`src/rtl/dssc_pkg.sv`:
```
// Shared types, constants and the character table of the dual-stick sector encoder.
package dssc_pkg;

	localparam int APB_ADDR_W = 3;
	localparam int APB_DATA_W = 32;
	localparam int RADIUS_W   = 15;
	localparam int R2_W       = 2 * RADIUS_W;
	localparam int CHAR_W     = 7;
	localparam int SECTOR_W   = 3;
	localparam int CHAR_COUNT = 36;
	localparam int CHAR_IDX_W = $clog2(CHAR_COUNT);

	// Register index, taken from the word address bit of paddr
	localparam logic REG_DEADZONE_RADIUS = 1'b0;

	localparam logic [RADIUS_W-1:0] RADIUS_RST = 15'd16384;
	localparam logic [R2_W-1:0]     R2_RST     = 30'd268435456;

	typedef logic [SECTOR_W-1:0] sector_t;

	localparam sector_t SECTOR_CENTRED = 3'd0;
	localparam sector_t SECTOR_1       = 3'd1;
	localparam sector_t SECTOR_2       = 3'd2;
	localparam sector_t SECTOR_3       = 3'd3;
	localparam sector_t SECTOR_4       = 3'd4;
	localparam sector_t SECTOR_5       = 3'd5;
	localparam sector_t SECTOR_6       = 3'd6;

	typedef struct packed {
		logic [R2_W-1:0] radius_sq;
	} cfg_t;

	localparam logic [CHAR_W-1:0] CHAR_TABLE [CHAR_COUNT] = '{
		7'h61, 7'h62, 7'h63, 7'h64, 7'h65, 7'h66,
		7'h67, 7'h68, 7'h69, 7'h6a, 7'h6b, 7'h6c,
		7'h6d, 7'h6e, 7'h6f, 7'h70, 7'h71, 7'h72,
		7'h73, 7'h74, 7'h75, 7'h76, 7'h77, 7'h79,
		7'h78, 7'h7a, 7'h30, 7'h31, 7'h32, 7'h33,
		7'h34, 7'h35, 7'h36, 7'h37, 7'h38, 7'h39
	};

	// Character for a pair of nonzero sectors: entry (right-1)*6 + (left-1)
	function automatic logic [CHAR_W-1:0] char_lookup(sector_t rs, sector_t ls);
		logic [CHAR_IDX_W-1:0] rm;
		logic [CHAR_IDX_W-1:0] lm;
		logic [CHAR_IDX_W-1:0] idx;
		rm  = CHAR_IDX_W'(rs - SECTOR_1);
		lm  = CHAR_IDX_W'(ls - SECTOR_1);
		idx = CHAR_IDX_W'((rm << 2) + (rm << 1) + lm);
		if (idx < CHAR_IDX_W'(CHAR_COUNT)) begin
			return CHAR_TABLE[idx];
		end
		return '0;
	endfunction

endpackage

```
`src/rtl/dssc_if.sv`:
```
// Sample and result channel interfaces of the dual-stick sector encoder.
interface dssc_sample_if #(
	parameter int AXIS_WIDTH = 16
);
	logic                         valid;
	logic                         ready;
	logic signed [AXIS_WIDTH-1:0] left_x;
	logic signed [AXIS_WIDTH-1:0] left_y;
	logic signed [AXIS_WIDTH-1:0] right_x;
	logic signed [AXIS_WIDTH-1:0] right_y;

	modport source (output valid, left_x, left_y, right_x, right_y, input ready);
	modport sink   (input valid, left_x, left_y, right_x, right_y, output ready);
endinterface

interface dssc_result_if;
	logic                          valid;
	logic                          ready;
	logic                          char_valid;
	logic [dssc_pkg::CHAR_W-1:0]   char_code;
	logic                          accepted;
	logic [dssc_pkg::SECTOR_W-1:0] left_sector;
	logic [dssc_pkg::SECTOR_W-1:0] right_sector;

	modport source (output valid, char_valid, char_code, accepted, left_sector, right_sector,
		input ready);
	modport sink   (input valid, char_valid, char_code, accepted, left_sector, right_sector,
		output ready);
endinterface

```
`src/rtl/dssc_regs.sv`:
```
// APB register file holding the deadzone radius and its square.
module dssc_regs (
	input  logic                              clk,
	input  logic                              arst_n,
	input  logic                              psel,
	input  logic                              penable,
	input  logic                              pwrite,
	input  logic [dssc_pkg::APB_ADDR_W-1:0]   paddr,
	input  logic [dssc_pkg::APB_DATA_W-1:0]   pwdata,
	output logic [dssc_pkg::APB_DATA_W-1:0]   prdata,
	output logic                              pready,
	output dssc_pkg::cfg_t                    cfg
);

	logic [dssc_pkg::RADIUS_W-1:0] radius_q;
	logic [dssc_pkg::R2_W-1:0]     radius_sq_q;
	logic [dssc_pkg::RADIUS_W-1:0] wr_radius;
	logic                          wr_en;
	logic                          sel_radius;

	assign sel_radius = (paddr[2] == dssc_pkg::REG_DEADZONE_RADIUS);
	assign wr_en      = psel && penable && pwrite && pready && sel_radius;
	assign wr_radius  = pwdata[dssc_pkg::RADIUS_W-1:0];

	// Square once at write time so the sample path only compares
	always_ff @(posedge clk or negedge arst_n) begin
		if (!arst_n) begin
			radius_q    <= dssc_pkg::RADIUS_RST;
			radius_sq_q <= dssc_pkg::R2_RST;
		end else if (wr_en) begin
			radius_q    <= wr_radius;
			radius_sq_q <= dssc_pkg::R2_W'(wr_radius) * dssc_pkg::R2_W'(wr_radius);
		end
	end

	assign pready        = 1'b1;
	assign prdata        = sel_radius ?
		{{(dssc_pkg::APB_DATA_W - dssc_pkg::RADIUS_W){1'b0}}, radius_q} : '0;
	assign cfg.radius_sq = radius_sq_q;

endmodule

```
`src/rtl/dssc_stick.sv`:
```
// One stick: squared-axis stage register and sector classification.
module dssc_stick #(
	parameter int AXIS_WIDTH = 16
) (
	input  logic                          clk,
	input  logic                          load,
	input  logic signed [AXIS_WIDTH-1:0]  x,
	input  logic signed [AXIS_WIDTH-1:0]  y,
	input  logic [dssc_pkg::R2_W-1:0]     radius_sq,
	output dssc_pkg::sector_t             sector
);

	localparam int SQ_W  = 2 * AXIS_WIDTH;
	localparam int CMP_W = (SQ_W + 1 > dssc_pkg::R2_W) ? SQ_W + 1 : dssc_pkg::R2_W;

	logic [AXIS_WIDTH-1:0] ax;
	logic [AXIS_WIDTH-1:0] ay;
	logic [SQ_W-1:0]       x2_s2;
	logic [SQ_W-1:0]       y2_s2;
	logic                  x_neg_s2;
	logic                  x_zero_s2;
	logic                  y_neg_s2;
	logic                  y_zero_s2;
	logic [SQ_W-1:0]       x2_by3;
	logic [CMP_W-1:0]      mag_sq;
	logic                  centred;
	logic                  y_lt;
	logic                  y_gt;

	// Magnitude fits unsigned even for the most negative code
	assign ax = x[AXIS_WIDTH-1] ? (~x + 1'b1) : x;
	assign ay = y[AXIS_WIDTH-1] ? (~y + 1'b1) : y;

	always_ff @(posedge clk) begin
		if (load) begin
			x2_s2     <= SQ_W'(ax) * SQ_W'(ax);
			y2_s2     <= SQ_W'(ay) * SQ_W'(ay);
			x_neg_s2  <= x[AXIS_WIDTH-1];
			x_zero_s2 <= (x == '0);
			y_neg_s2  <= y[AXIS_WIDTH-1];
			y_zero_s2 <= (y == '0);
		end
	end

	assign x2_by3  = x2_s2 + {x2_s2[SQ_W-2:0], 1'b0};
	assign mag_sq  = CMP_W'(x2_s2) + CMP_W'(y2_s2);
	assign centred = mag_sq < CMP_W'(radius_sq);
	assign y_lt    = y2_s2 < x2_by3;
	assign y_gt    = y2_s2 > x2_by3;

	// Angle runs from the negative x axis, counter-clockwise; ties go up
	always_comb begin
		if (centred) begin
			sector = dssc_pkg::SECTOR_CENTRED;
		end else if (y_neg_s2) begin
			if (x_neg_s2 && y_lt) begin
				sector = dssc_pkg::SECTOR_1;
			end else if (x_neg_s2 || x_zero_s2 || y_gt) begin
				sector = dssc_pkg::SECTOR_2;
			end else begin
				sector = dssc_pkg::SECTOR_3;
			end
		end else if (y_zero_s2) begin
			sector = x_neg_s2 ? dssc_pkg::SECTOR_1 : dssc_pkg::SECTOR_4;
		end else if (!x_neg_s2 && !x_zero_s2 && y_lt) begin
			sector = dssc_pkg::SECTOR_4;
		end else if (!x_neg_s2 || y_gt) begin
			sector = dssc_pkg::SECTOR_5;
		end else begin
			sector = dssc_pkg::SECTOR_6;
		end
	end

endmodule

```
`src/rtl/dual_stick_sector_char_encoder.sv`:
```
// Dual-stick sector character encoder: top level with sample pipeline and character logic.
// Pipeline: a request passes the input register, the squares register and the result
//   register in order; the result stays there while the result side stalls.
// Throughput: one request per cycle unless results stall; the three-stage valid/ready chain
//   fills bubbles, and the input and squares registers fill while a result waits.
// Reset (arst_n low, asynchronous): pipeline empty, previous sectors centred, deadzone
//   radius 16384. No clearing pass; the block takes requests right after reset.
module dual_stick_sector_char_encoder #(
	parameter int AXIS_WIDTH = 16
) (
	input  logic                            clk,
	input  logic                            arst_n,
	dssc_sample_if.sink                     sample,
	dssc_result_if.source                   result,
	input  logic                            psel,
	input  logic                            penable,
	input  logic                            pwrite,
	input  logic [dssc_pkg::APB_ADDR_W-1:0] paddr,
	input  logic [dssc_pkg::APB_DATA_W-1:0] pwdata,
	output logic [dssc_pkg::APB_DATA_W-1:0] prdata,
	output logic                            pready
);

	dssc_pkg::cfg_t cfg;

	// Stage valids and per-stage readiness
	logic valid_s1;
	logic valid_s2;
	logic valid_s3;
	logic ready_s1;
	logic ready_s2;
	logic ready_s3;
	logic load_s1;
	logic load_s2;
	logic load_s3;

	// Input register
	logic signed [AXIS_WIDTH-1:0] left_x_s1;
	logic signed [AXIS_WIDTH-1:0] left_y_s1;
	logic signed [AXIS_WIDTH-1:0] right_x_s1;
	logic signed [AXIS_WIDTH-1:0] right_y_s1;

	// Sectors from the squares stage
	dssc_pkg::sector_t left_sec;
	dssc_pkg::sector_t right_sec;

	// Sector pair of the previous request
	dssc_pkg::sector_t prev_left_q;
	dssc_pkg::sector_t prev_right_q;

	// Character decision
	logic                        prev_pair;
	logic                        cur_pair;
	logic                        pair_changed;
	logic                        emit;
	logic [dssc_pkg::CHAR_W-1:0] code;

	// Result register
	logic                        char_valid_s3;
	logic [dssc_pkg::CHAR_W-1:0] char_code_s3;
	logic                        accepted_s3;
	dssc_pkg::sector_t           left_sector_s3;
	dssc_pkg::sector_t           right_sector_s3;

	dssc_regs u_regs (
		.clk     (clk),
		.arst_n  (arst_n),
		.psel    (psel),
		.penable (penable),
		.pwrite  (pwrite),
		.paddr   (paddr),
		.pwdata  (pwdata),
		.prdata  (prdata),
		.pready  (pready),
		.cfg     (cfg)
	);

	// A stage takes a new request when it is empty or its contents move on this cycle
	assign ready_s3 = !valid_s3 || result.ready;
	assign ready_s2 = !valid_s2 || ready_s3;
	assign ready_s1 = !valid_s1 || ready_s2;

	assign load_s1 = sample.valid && ready_s1;
	assign load_s2 = valid_s1 && ready_s2;
	assign load_s3 = valid_s2 && ready_s3;

	assign sample.ready = ready_s1;

	always_ff @(posedge clk or negedge arst_n) begin
		if (!arst_n) begin
			valid_s1 <= 1'b0;
			valid_s2 <= 1'b0;
			valid_s3 <= 1'b0;
		end else begin
			if (ready_s1) begin
				valid_s1 <= sample.valid;
			end
			if (ready_s2) begin
				valid_s2 <= valid_s1;
			end
			if (ready_s3) begin
				valid_s3 <= valid_s2;
			end
		end
	end

	// Capture the raw axes
	always_ff @(posedge clk) begin
		if (load_s1) begin
			left_x_s1  <= sample.left_x;
			left_y_s1  <= sample.left_y;
			right_x_s1 <= sample.right_x;
			right_y_s1 <= sample.right_y;
		end
	end

	// Square the axes into stage two; sectors fall out combinationally from there
	dssc_stick #(
		.AXIS_WIDTH (AXIS_WIDTH)
	) u_left (
		.clk       (clk),
		.load      (load_s2),
		.x         (left_x_s1),
		.y         (left_y_s1),
		.radius_sq (cfg.radius_sq),
		.sector    (left_sec)
	);

	dssc_stick #(
		.AXIS_WIDTH (AXIS_WIDTH)
	) u_right (
		.clk       (clk),
		.load      (load_s2),
		.x         (right_x_s1),
		.y         (right_y_s1),
		.radius_sq (cfg.radius_sq),
		.sector    (right_sec)
	);

	// Prefer the previous pair when both of its sticks were deflected, else the current one
	assign prev_pair    = (prev_left_q != dssc_pkg::SECTOR_CENTRED) &&
		(prev_right_q != dssc_pkg::SECTOR_CENTRED);
	assign cur_pair     = (left_sec != dssc_pkg::SECTOR_CENTRED) &&
		(right_sec != dssc_pkg::SECTOR_CENTRED);
	assign pair_changed = (prev_left_q != left_sec) || (prev_right_q != right_sec);
	assign emit         = (prev_pair || cur_pair) && pair_changed;
	assign code         = prev_pair ? dssc_pkg::char_lookup(prev_right_q, prev_left_q) :
		dssc_pkg::char_lookup(right_sec, left_sec);

	// Advance the sector history in request order, as each request enters the result stage
	always_ff @(posedge clk or negedge arst_n) begin
		if (!arst_n) begin
			prev_left_q  <= dssc_pkg::SECTOR_CENTRED;
			prev_right_q <= dssc_pkg::SECTOR_CENTRED;
		end else if (load_s3) begin
			prev_left_q  <= left_sec;
			prev_right_q <= right_sec;
		end
	end

	// Hold the result until taken; a character emitted with either stick released flags accept
	always_ff @(posedge clk) begin
		if (load_s3) begin
			char_valid_s3   <= emit;
			char_code_s3    <= emit ? code : '0;
			accepted_s3     <= emit && ((left_sec == dssc_pkg::SECTOR_CENTRED) ||
				(right_sec == dssc_pkg::SECTOR_CENTRED));
			left_sector_s3  <= left_sec;
			right_sector_s3 <= right_sec;
		end
	end

	assign result.valid        = valid_s3;
	assign result.char_valid   = char_valid_s3;
	assign result.char_code    = char_code_s3;
	assign result.accepted     = accepted_s3;
	assign result.left_sector  = left_sector_s3;
	assign result.right_sector = right_sector_s3;

endmodule

```
`src/flat_wrapper.sv`:
```
// flat-port wrapper written by rule: the top's interface ports become plain ports
module dual_stick_sector_char_encoder_flat 
#(
	parameter int AXIS_WIDTH = 16
)
  (clk, arst_n, psel, penable, pwrite, paddr, pwdata, prdata, pready, sample_valid, sample_left_x, sample_left_y, sample_right_x, sample_right_y, sample_ready, result_valid, result_char_valid, result_char_code, result_accepted, result_left_sector, result_right_sector, result_ready);
  dssc_sample_if #(.AXIS_WIDTH(AXIS_WIDTH)) sample_i ();
  dssc_result_if result_i ();
  input  logic clk;
  input  logic arst_n;
  input  logic psel;
  input  logic penable;
  input  logic pwrite;
  input  logic [dssc_pkg::APB_ADDR_W-1:0] paddr;
  input  logic [dssc_pkg::APB_DATA_W-1:0] pwdata;
  output logic [dssc_pkg::APB_DATA_W-1:0] prdata;
  output logic pready;
  input wire logic [$bits(sample_i.valid)-1:0] sample_valid;
  input wire logic [$bits(sample_i.left_x)-1:0] sample_left_x;
  input wire logic [$bits(sample_i.left_y)-1:0] sample_left_y;
  input wire logic [$bits(sample_i.right_x)-1:0] sample_right_x;
  input wire logic [$bits(sample_i.right_y)-1:0] sample_right_y;
  output wire logic [$bits(sample_i.ready)-1:0] sample_ready;
  output wire logic [$bits(result_i.valid)-1:0] result_valid;
  output wire logic [$bits(result_i.char_valid)-1:0] result_char_valid;
  output wire logic [$bits(result_i.char_code)-1:0] result_char_code;
  output wire logic [$bits(result_i.accepted)-1:0] result_accepted;
  output wire logic [$bits(result_i.left_sector)-1:0] result_left_sector;
  output wire logic [$bits(result_i.right_sector)-1:0] result_right_sector;
  input wire logic [$bits(result_i.ready)-1:0] result_ready;
  assign sample_i.valid = sample_valid;
  assign sample_i.left_x = sample_left_x;
  assign sample_i.left_y = sample_left_y;
  assign sample_i.right_x = sample_right_x;
  assign sample_i.right_y = sample_right_y;
  assign sample_ready = sample_i.ready;
  assign result_valid = result_i.valid;
  assign result_char_valid = result_i.char_valid;
  assign result_char_code = result_i.char_code;
  assign result_accepted = result_i.accepted;
  assign result_left_sector = result_i.left_sector;
  assign result_right_sector = result_i.right_sector;
  assign result_i.ready = result_ready;
  dual_stick_sector_char_encoder #(.AXIS_WIDTH(AXIS_WIDTH)) u_core (.clk(clk), .arst_n(arst_n), .sample(sample_i), .result(result_i), .psel(psel), .penable(penable), .pwrite(pwrite), .paddr(paddr), .pwdata(pwdata), .prdata(prdata), .pready(pready));
endmodule
```
`config.mk`:
```
export PLATFORM = sky130hd
export DESIGN_NAME = dual_stick_sector_char_encoder_flat
export DESIGN_NICKNAME = d
export VERILOG_FILES = /design/src/rtl/dssc_pkg.sv /design/src/rtl/dssc_if.sv /design/src/rtl/dssc_regs.sv /design/src/rtl/dssc_stick.sv /design/src/rtl/dual_stick_sector_char_encoder.sv /design/src/flat_wrapper.sv
export SDC_FILE = /design/constraint.sdc
export NUM_CORES = 2
export LEC_CHECK = 0
export ABC_AREA = 0
export BUFFER_PORTS_ARGS = -buffer_cell sky130_fd_sc_hd__buf_2
export CORE_MARGIN = 2
export CORE_UTILIZATION = 40
export CTS_CLUSTER_DIAMETER = 120
export DETAILED_ROUTE_END_ITERATION = 8
export RECOVER_POWER = 100
export SETUP_SLACK_MARGIN = 0.4
export SYNTH_ARGS = -nofsm -noshare
export SYNTH_HDL_FRONTEND = slang
export SYNTH_HIERARCHICAL = 1
export SYNTH_SLANG_ARGS = --single-unit
export TNS_END_PERCENT = 5
```
`constraint.sdc`:
```
create_clock -name clk -period 8.84 [get_ports clk]
set_clock_uncertainty 0.1 [all_clocks]
set_input_delay 0 -clock clk [delete_from_list [all_inputs] [get_ports clk]]
set_output_delay 0 -clock clk [all_outputs]
set_load 0.005 [all_outputs]
```
== Word level (Yosys, flattened, before mapping) ==
Memory sizes are Yosys's and may differ from the RTL's.
Cells that the tools add are included.
W data, S select, Z words.

* Register bits after elaboration: 269
* ROM bits: 896
* Bits of input ports: 106
* Output and inout port bits: 50
* Logic and storage cells: 147
* Memories: 2

{| class="wikitable"
|+ Memories
! name !! words !! width !! read ports !! clocked after Yosys merged registers in !! write ports !! RTL line !! source
|-
| (name not given) || 64 || 7 || 1 || 0 || 0 || dssc_pkg.sv:51 || <nowiki>return CHAR_TABLE[idx];</nowiki>
|-
| (name not given) || 64 || 7 || 1 || 0 || 0 || dssc_pkg.sv:51 ||
|}

* Add/sub/neg operators: 16
* $mul: 5
* $lt $le $gt $ge: 10
* Eq/ne operators: 2
* Multiplexer cells: 32
* Bitwise logic cells: 7
* Reduce and logical (&&, ||, !) cells: 45

{| class="wikitable"
|+ Operators by type and width
! cell !! count
|-
| $mul A16 B16 Y32 || 4
|-
| $add A32 B32 Y33 || 2
|-
| $lt A33 B30 Y1 || 2
|-
| $add A16 B1 Y16 const B || 4
|-
| $add A32 B32 Y32 || 2
|-
| $gt A32 B32 Y1 || 2
|-
| $logic_not A16 Y1 || 4
|-
| $lt A32 B32 Y1 || 2
|-
| $mux W16 || 4
|-
| $not A16 Y16 || 4
|-
| $mux W7 || 9
|-
| $mul A15 B15 Y30 || 1
|-
| $add A6 B6 Y6 || 4
|-
| $mux W3 || 8
|-
| $logic_and A1 B1 Y1 || 16
|-
| $sub A3 B1 Y4 const B || 4
|-
| $mux W15 || 1
|-
| $ge A7 B7 Y1 const B || 2
|-
| $not A6 Y7 || 2
|-
| $logic_or A1 B1 Y1 || 12
|-
| $lt A6 B6 Y1 const B || 2
|-
| $mux W2 || 6
|-
| $reduce_bool A3 Y1 || 4
|-
| $logic_not A1 Y1 || 7
|-
| 4 further kinds || 9
|}

== Logic depth before layout (Yosys ltp) ==
* Depth in word-level cells: 18
* Mapped depth: 33
* Mapped depth without buffers: 33

== By module ==
Netlist, hierarchy kept.

{| class="wikitable"
|+ Modules (own cells, without submodules)
! module !! times used !! cells an instance !! area each (um2)
|-
| dssc_stick (u_core.u_left) || 1 || 2348 || 20867.5
|-
| dssc_stick (u_core.u_right) || 1 || 2296 || 20657.3
|-
| dssc_regs || 1 || 944 || 8354.3
|-
| dual_stick_sector_char_encoder || 1 || 288 || 4026.4
|}

== Worst setup path before layout ==
Ideal clock, no wire load.

* Kind: register to register
* From: register u_core.left_x_s1[0]
* To: register u_core.u_left.x2_s2[31], data pin
* Library setup time: 0.260 ns
* Arrival: 7.788 ns
* Slack: 0.691 ns
* Cell stages (with the launch flop): 29
* Period minus slack after synthesis: 8.149 ns
* Path through: edfxtp_1 > inv_1 > clkbuf_1 > ha_1 > nand2_1 > or3_1 > nand2b_1 > o41a_1 > xnor2_2 > clkinv_1 > nand2_1 > fa_1 > inv_1 > fa_1 > fa_1 > fa_1 > fa_1 > inv_1 > fa_1 > inv_1 > ha_1 > and3_1 > a221oi_1 > o21ai_0 > o41ai_2 > nor3_1 > or3_4 > o31ai_4 > xnor2_1

* Cells in the longest elaborated chain, start to end: 4

{| class="wikitable"
|+ RTL lines
! what !! RTL line !! source
|-
| start: declaration || dual_stick_sector_char_encoder.sv:38 || <nowiki>logic signed [AXIS_WIDTH-1:0] left_x_s1;</nowiki>
|-
| start signal: assignment || dual_stick_sector_char_encoder.sv:110 || <nowiki>left_x_s1 <= sample.left_x;</nowiki>
|-
| $not A16 Y16 || dssc_stick.sv:31 || <nowiki>assign ax = x[AXIS_WIDTH-1] ? (~x + 1'b1) : x;</nowiki>
|-
| $add A16 B1 Y16 || dssc_stick.sv:31 ||
|-
| $mux W16 * || dssc_stick.sv:31 ||
|-
| $mul A16 B16 Y32 * || dssc_stick.sv:36 || <nowiki>x2_s2 <= SQ_W'(ax) * SQ_W'(ax);</nowiki>
|-
| end signal: assignment || dssc_stick.sv:36 ||
|-
| end: declaration || dssc_stick.sv:18 || <nowiki>logic [SQ_W-1:0] x2_s2;</nowiki>
|}

Mark *: on every way between the ends. The rest lies on a longest branch, timed or not.
A chain may end at the register's enable or synchronous reset.

== Worst setup path after layout ==
* From: register u_core.right_x_s1[15]
* To: register u_core.u_right.x2_s2[30], data pin

* Cells in the longest elaborated chain, start to end: 4

{| class="wikitable"
|+ RTL lines
! what !! RTL line !! source
|-
| start: declaration || dual_stick_sector_char_encoder.sv:40 || <nowiki>logic signed [AXIS_WIDTH-1:0] right_x_s1;</nowiki>
|-
| start signal: assignment || dual_stick_sector_char_encoder.sv:112 || <nowiki>right_x_s1 <= sample.right_x;</nowiki>
|-
| $not A16 Y16 || dssc_stick.sv:31 ||
|-
| $add A16 B1 Y16 || dssc_stick.sv:31 ||
|-
| $mux W16 * || dssc_stick.sv:31 ||
|-
| $mul A16 B16 Y32 * || dssc_stick.sv:36 ||
|-
| end signal: assignment || dssc_stick.sv:36 ||
|-
| end: declaration || dssc_stick.sv:18 ||
|}

Marked as above.

==> results.yml <==
layout:
  nFillCells: 13000
  final_cells: 8013
  drive_gt1_share_pct: 5.61
  final_nets: 7865
  area_growth_pct: 11.0
synthesis:
  yosysUniqueCellTypes: 114
  synth_area_um2: 53900
  synthFlopType: "edfxtp_1"
  synthCells: 5876
  synth-edff-count: 211
  yosys.area.top_type: "fa_1"
  synthTopCellsByArea: "fa_1 30%, ha_1 17%, edfxtp_1 12%"
  synth_warnings: 6
  synth_top_area_share_pct: 29.7
  avgSynthCellArea_um2: 9.17
  ys_ff_latch: 263
  yosysSeqAreaShare_pct: 14.2
  synthTopCellsByCount: "1260 x inv_1, 801 x fa_1, 745 x ha_1"
  async_reset_ff_share_pct: 19.8
  yosysMostFrequentCell: "inv_1"
detailed_routing:
  wl_mm: 130
  postRouteAntennaNets: 0
  dr.pass1.iters: 5
  vias_per_cell: 5.04
  drc: 0
  wl_per_cell_um: 16.2
  first_iter_violations: 2121
  vias: 40400
sta:
  finalSetupTns_ns: 0
  rsz0062_at_grt: "true"
  worst_slew_pin_slew_ns: 3.69
  period_minus_slack_ns: 8.32
  max_slew_margin_pct: -146
  clock.fmax_ghz: 0.120
  period_share_pct: 94.2
  drv_slew: 332
  setup_violations: 0
  hold-worst-slack_ns: 0.0328
  hold_violations: 0
worst_setup_path:
  crit_path_frequent_cell: "fa_1"
  r2r_setup_slack_ns: 0.52
  startpoint_type: "flop"
  worstRegToRegCells: 25
  crit_buf_inv: 6
  cp_data_arrival_time_ns: 8.57
  reg2reg_from: "u_core/right_x_s1[15]"
  crit_path_start: "u_core/right_x_s1[15]"
  worstSetupEndpointType: "flop"
  path_class: "reg -> reg"
  crit_slowest_cell: "xnor2_1"
  endpoint: "u_core/u_right/x2_s2[30]"
  critPathTopFamily: "adder cells"
  r2r_end: "u_core/u_right/x2_s2[30]"
  cp_slowest_stage_delay_ns: 0.66
  worst-path-stages: 25
  path_max_fanout: 12
  cp.required_ns: 9.09
run:
  cap_viol_max_count: 6
floorplanning:
  start_util_pct: 40.3
  rows: 134
  dieHeight_um: 371
  die_area_um2: 138000
  coreArea_um2: 134000
  die_w_um: 371
  io_pins: 156
global_route:
  antenna_found_initial: 2
  gr-usage-all-layers_pct: 19.4
  grt_pass1_wl_mm: 214
  grt_max_degree: 77
  grt_pass1_vias: 42300
  overflow: 0
min_path:
  hold_path.class: "in -> reg"
  hp-start: "sample_right_y[7]"
  hold_depth: 2
cts:
  cts_root_buffer: "clkbuf_16"
  clockBufferDepth: 3
  clkSinkCount: 263
  cts_buffers: 39
  clk_pin_slew_ns: 0.05
  clock_latency_ns: 0.62
  htree_levels: 2
  tritoncts: "done"
place:
  gp_congestion: 0.891
  port_buffers: 118
  placed_cells: 7789
  dp_hpwl_mm: 109
status:
  violations: "capacitance limit, slew limit"
  status: "complete, but fails checks"
[per-layer routing]
metal | wire length, um | part of all wire [%] | GRT usage (%)
met1 | 56600 | 44 | 24.9
met2 | 65700 | 51 | 35.0
met3 | 4760 | 3.7 | 1.88
met4 | 2760 | 2.1 | 4.32
met5 | 0 | 0 | 0
[through the flow]
step	area (um^2)	setup WS, ns	util, %
2_1_floorplan	54100	0.691	-
3_3_place_gp	57100	0.629	42.7
3_5_place_dp	57100	0.447	42.7
4_1_cts	59800	0.415	44.8
5_1_grt	59900	0.177	44.8
6_report	59900	0.517	44.8
[worst min-delay path by stage]
stage                                endpoint
floorplan               u_core/prev_left_q[0]
finish                   u_core/right_y_s1[7]
detailed placement  u_core/u_regs/radius_q[7]
global placement    u_core/u_regs/radius_q[7]
CTS                      u_core/right_y_s1[6]
global route             u_core/right_x_s1[0]
[sequential cells by signal (all words and copies together) (netlist names), 28 cells and up]
register              cells
u_core/u_left/x2_s2      31
u_core/u_left/y2_s2      31
u_core/u_right/x2_s2     31
u_core/u_right/y2_s2     31
u_core/u_regs/cfg        28
[logic make-up (layout without fill, tap and decap cells)]
| kind of cell | after synthesis | in the layout | share of synthesized area [%] |
|---|---|---|---|
| adder cells (fa/ha/maj) | 1546 | 1546 | 47.0 |
| AND/OR/NAND/NOR | 1440 | 1440 | 12.2 |
| buffers and inverters | 1409 | 1716 | 9.98 |
| AO/OA/AOI/OAI | 870 | 870 | 10.8 |
| XOR/XNOR | 333 | 333 | 5.61 |
| flip-flops | 263 | 263 | 14.2 |
| multiplexers | 9 | 9 | 0.179 |
| other | 6 | 68 | 0.0418 |
[placed cells by master (no fill, tap or decap), types with 18 or more instances in the layout]
cell,Yosys,layout
a211oi_1,24,24
a21o_1,120,120
a21oi_1,243,243
and2_1,68,60
and3_1,27,27
buf_2,8,85
buf_4,21,77
clkbuf_1,91,53
clkbuf_16,0,39
conb_1,6,67
dfrtp_1,50,50
dlygate4sd3_1,0,143
edfxtp_1,211,211
fa_1,801,801
ha_1,745,745
inv_1,1260,1259
nand2_1,523,523
nand2b_1,48,48
nand3_1,76,76
nand4_1,44,44
nor2_1,432,430
nor2b_1,51,51
nor3_1,81,82
o211ai_1,18,18
o21a_1,44,44
o21ai_0,180,182
o21bai_1,26,26
o31ai_1,23,23
xnor2_1,203,200
xor2_1,119,113
[cell type report]
class                      count  area [um^2]  area share [%]
multi-input combinational   4265        41200            68.8
sequential                   263         7640            12.8
inverter                    1287         4850            8.10
timing repair buffer         357         2640            4.41
tap                         1768         2210            3.70
clock buffer                  45         1030            1.72
clock inverter                27          295           0.493
antenna                        1         2.50         0.00418
[what timing repair did]
| item | in CTS | in global routing |
|---|---|---|
| hold endpoints to repair | 173 | 0 |
| gates resized for setup | 0 | 41 |
| buffers inserted | 0 | 8 |
| setup endpoints to repair | 0 | 32 |
| hold buffers | 143 | 0 |
Power is left out: the tool's default activity adds up to more than one toggle a clock period on the data nets, which glitch-free logic cannot reach.
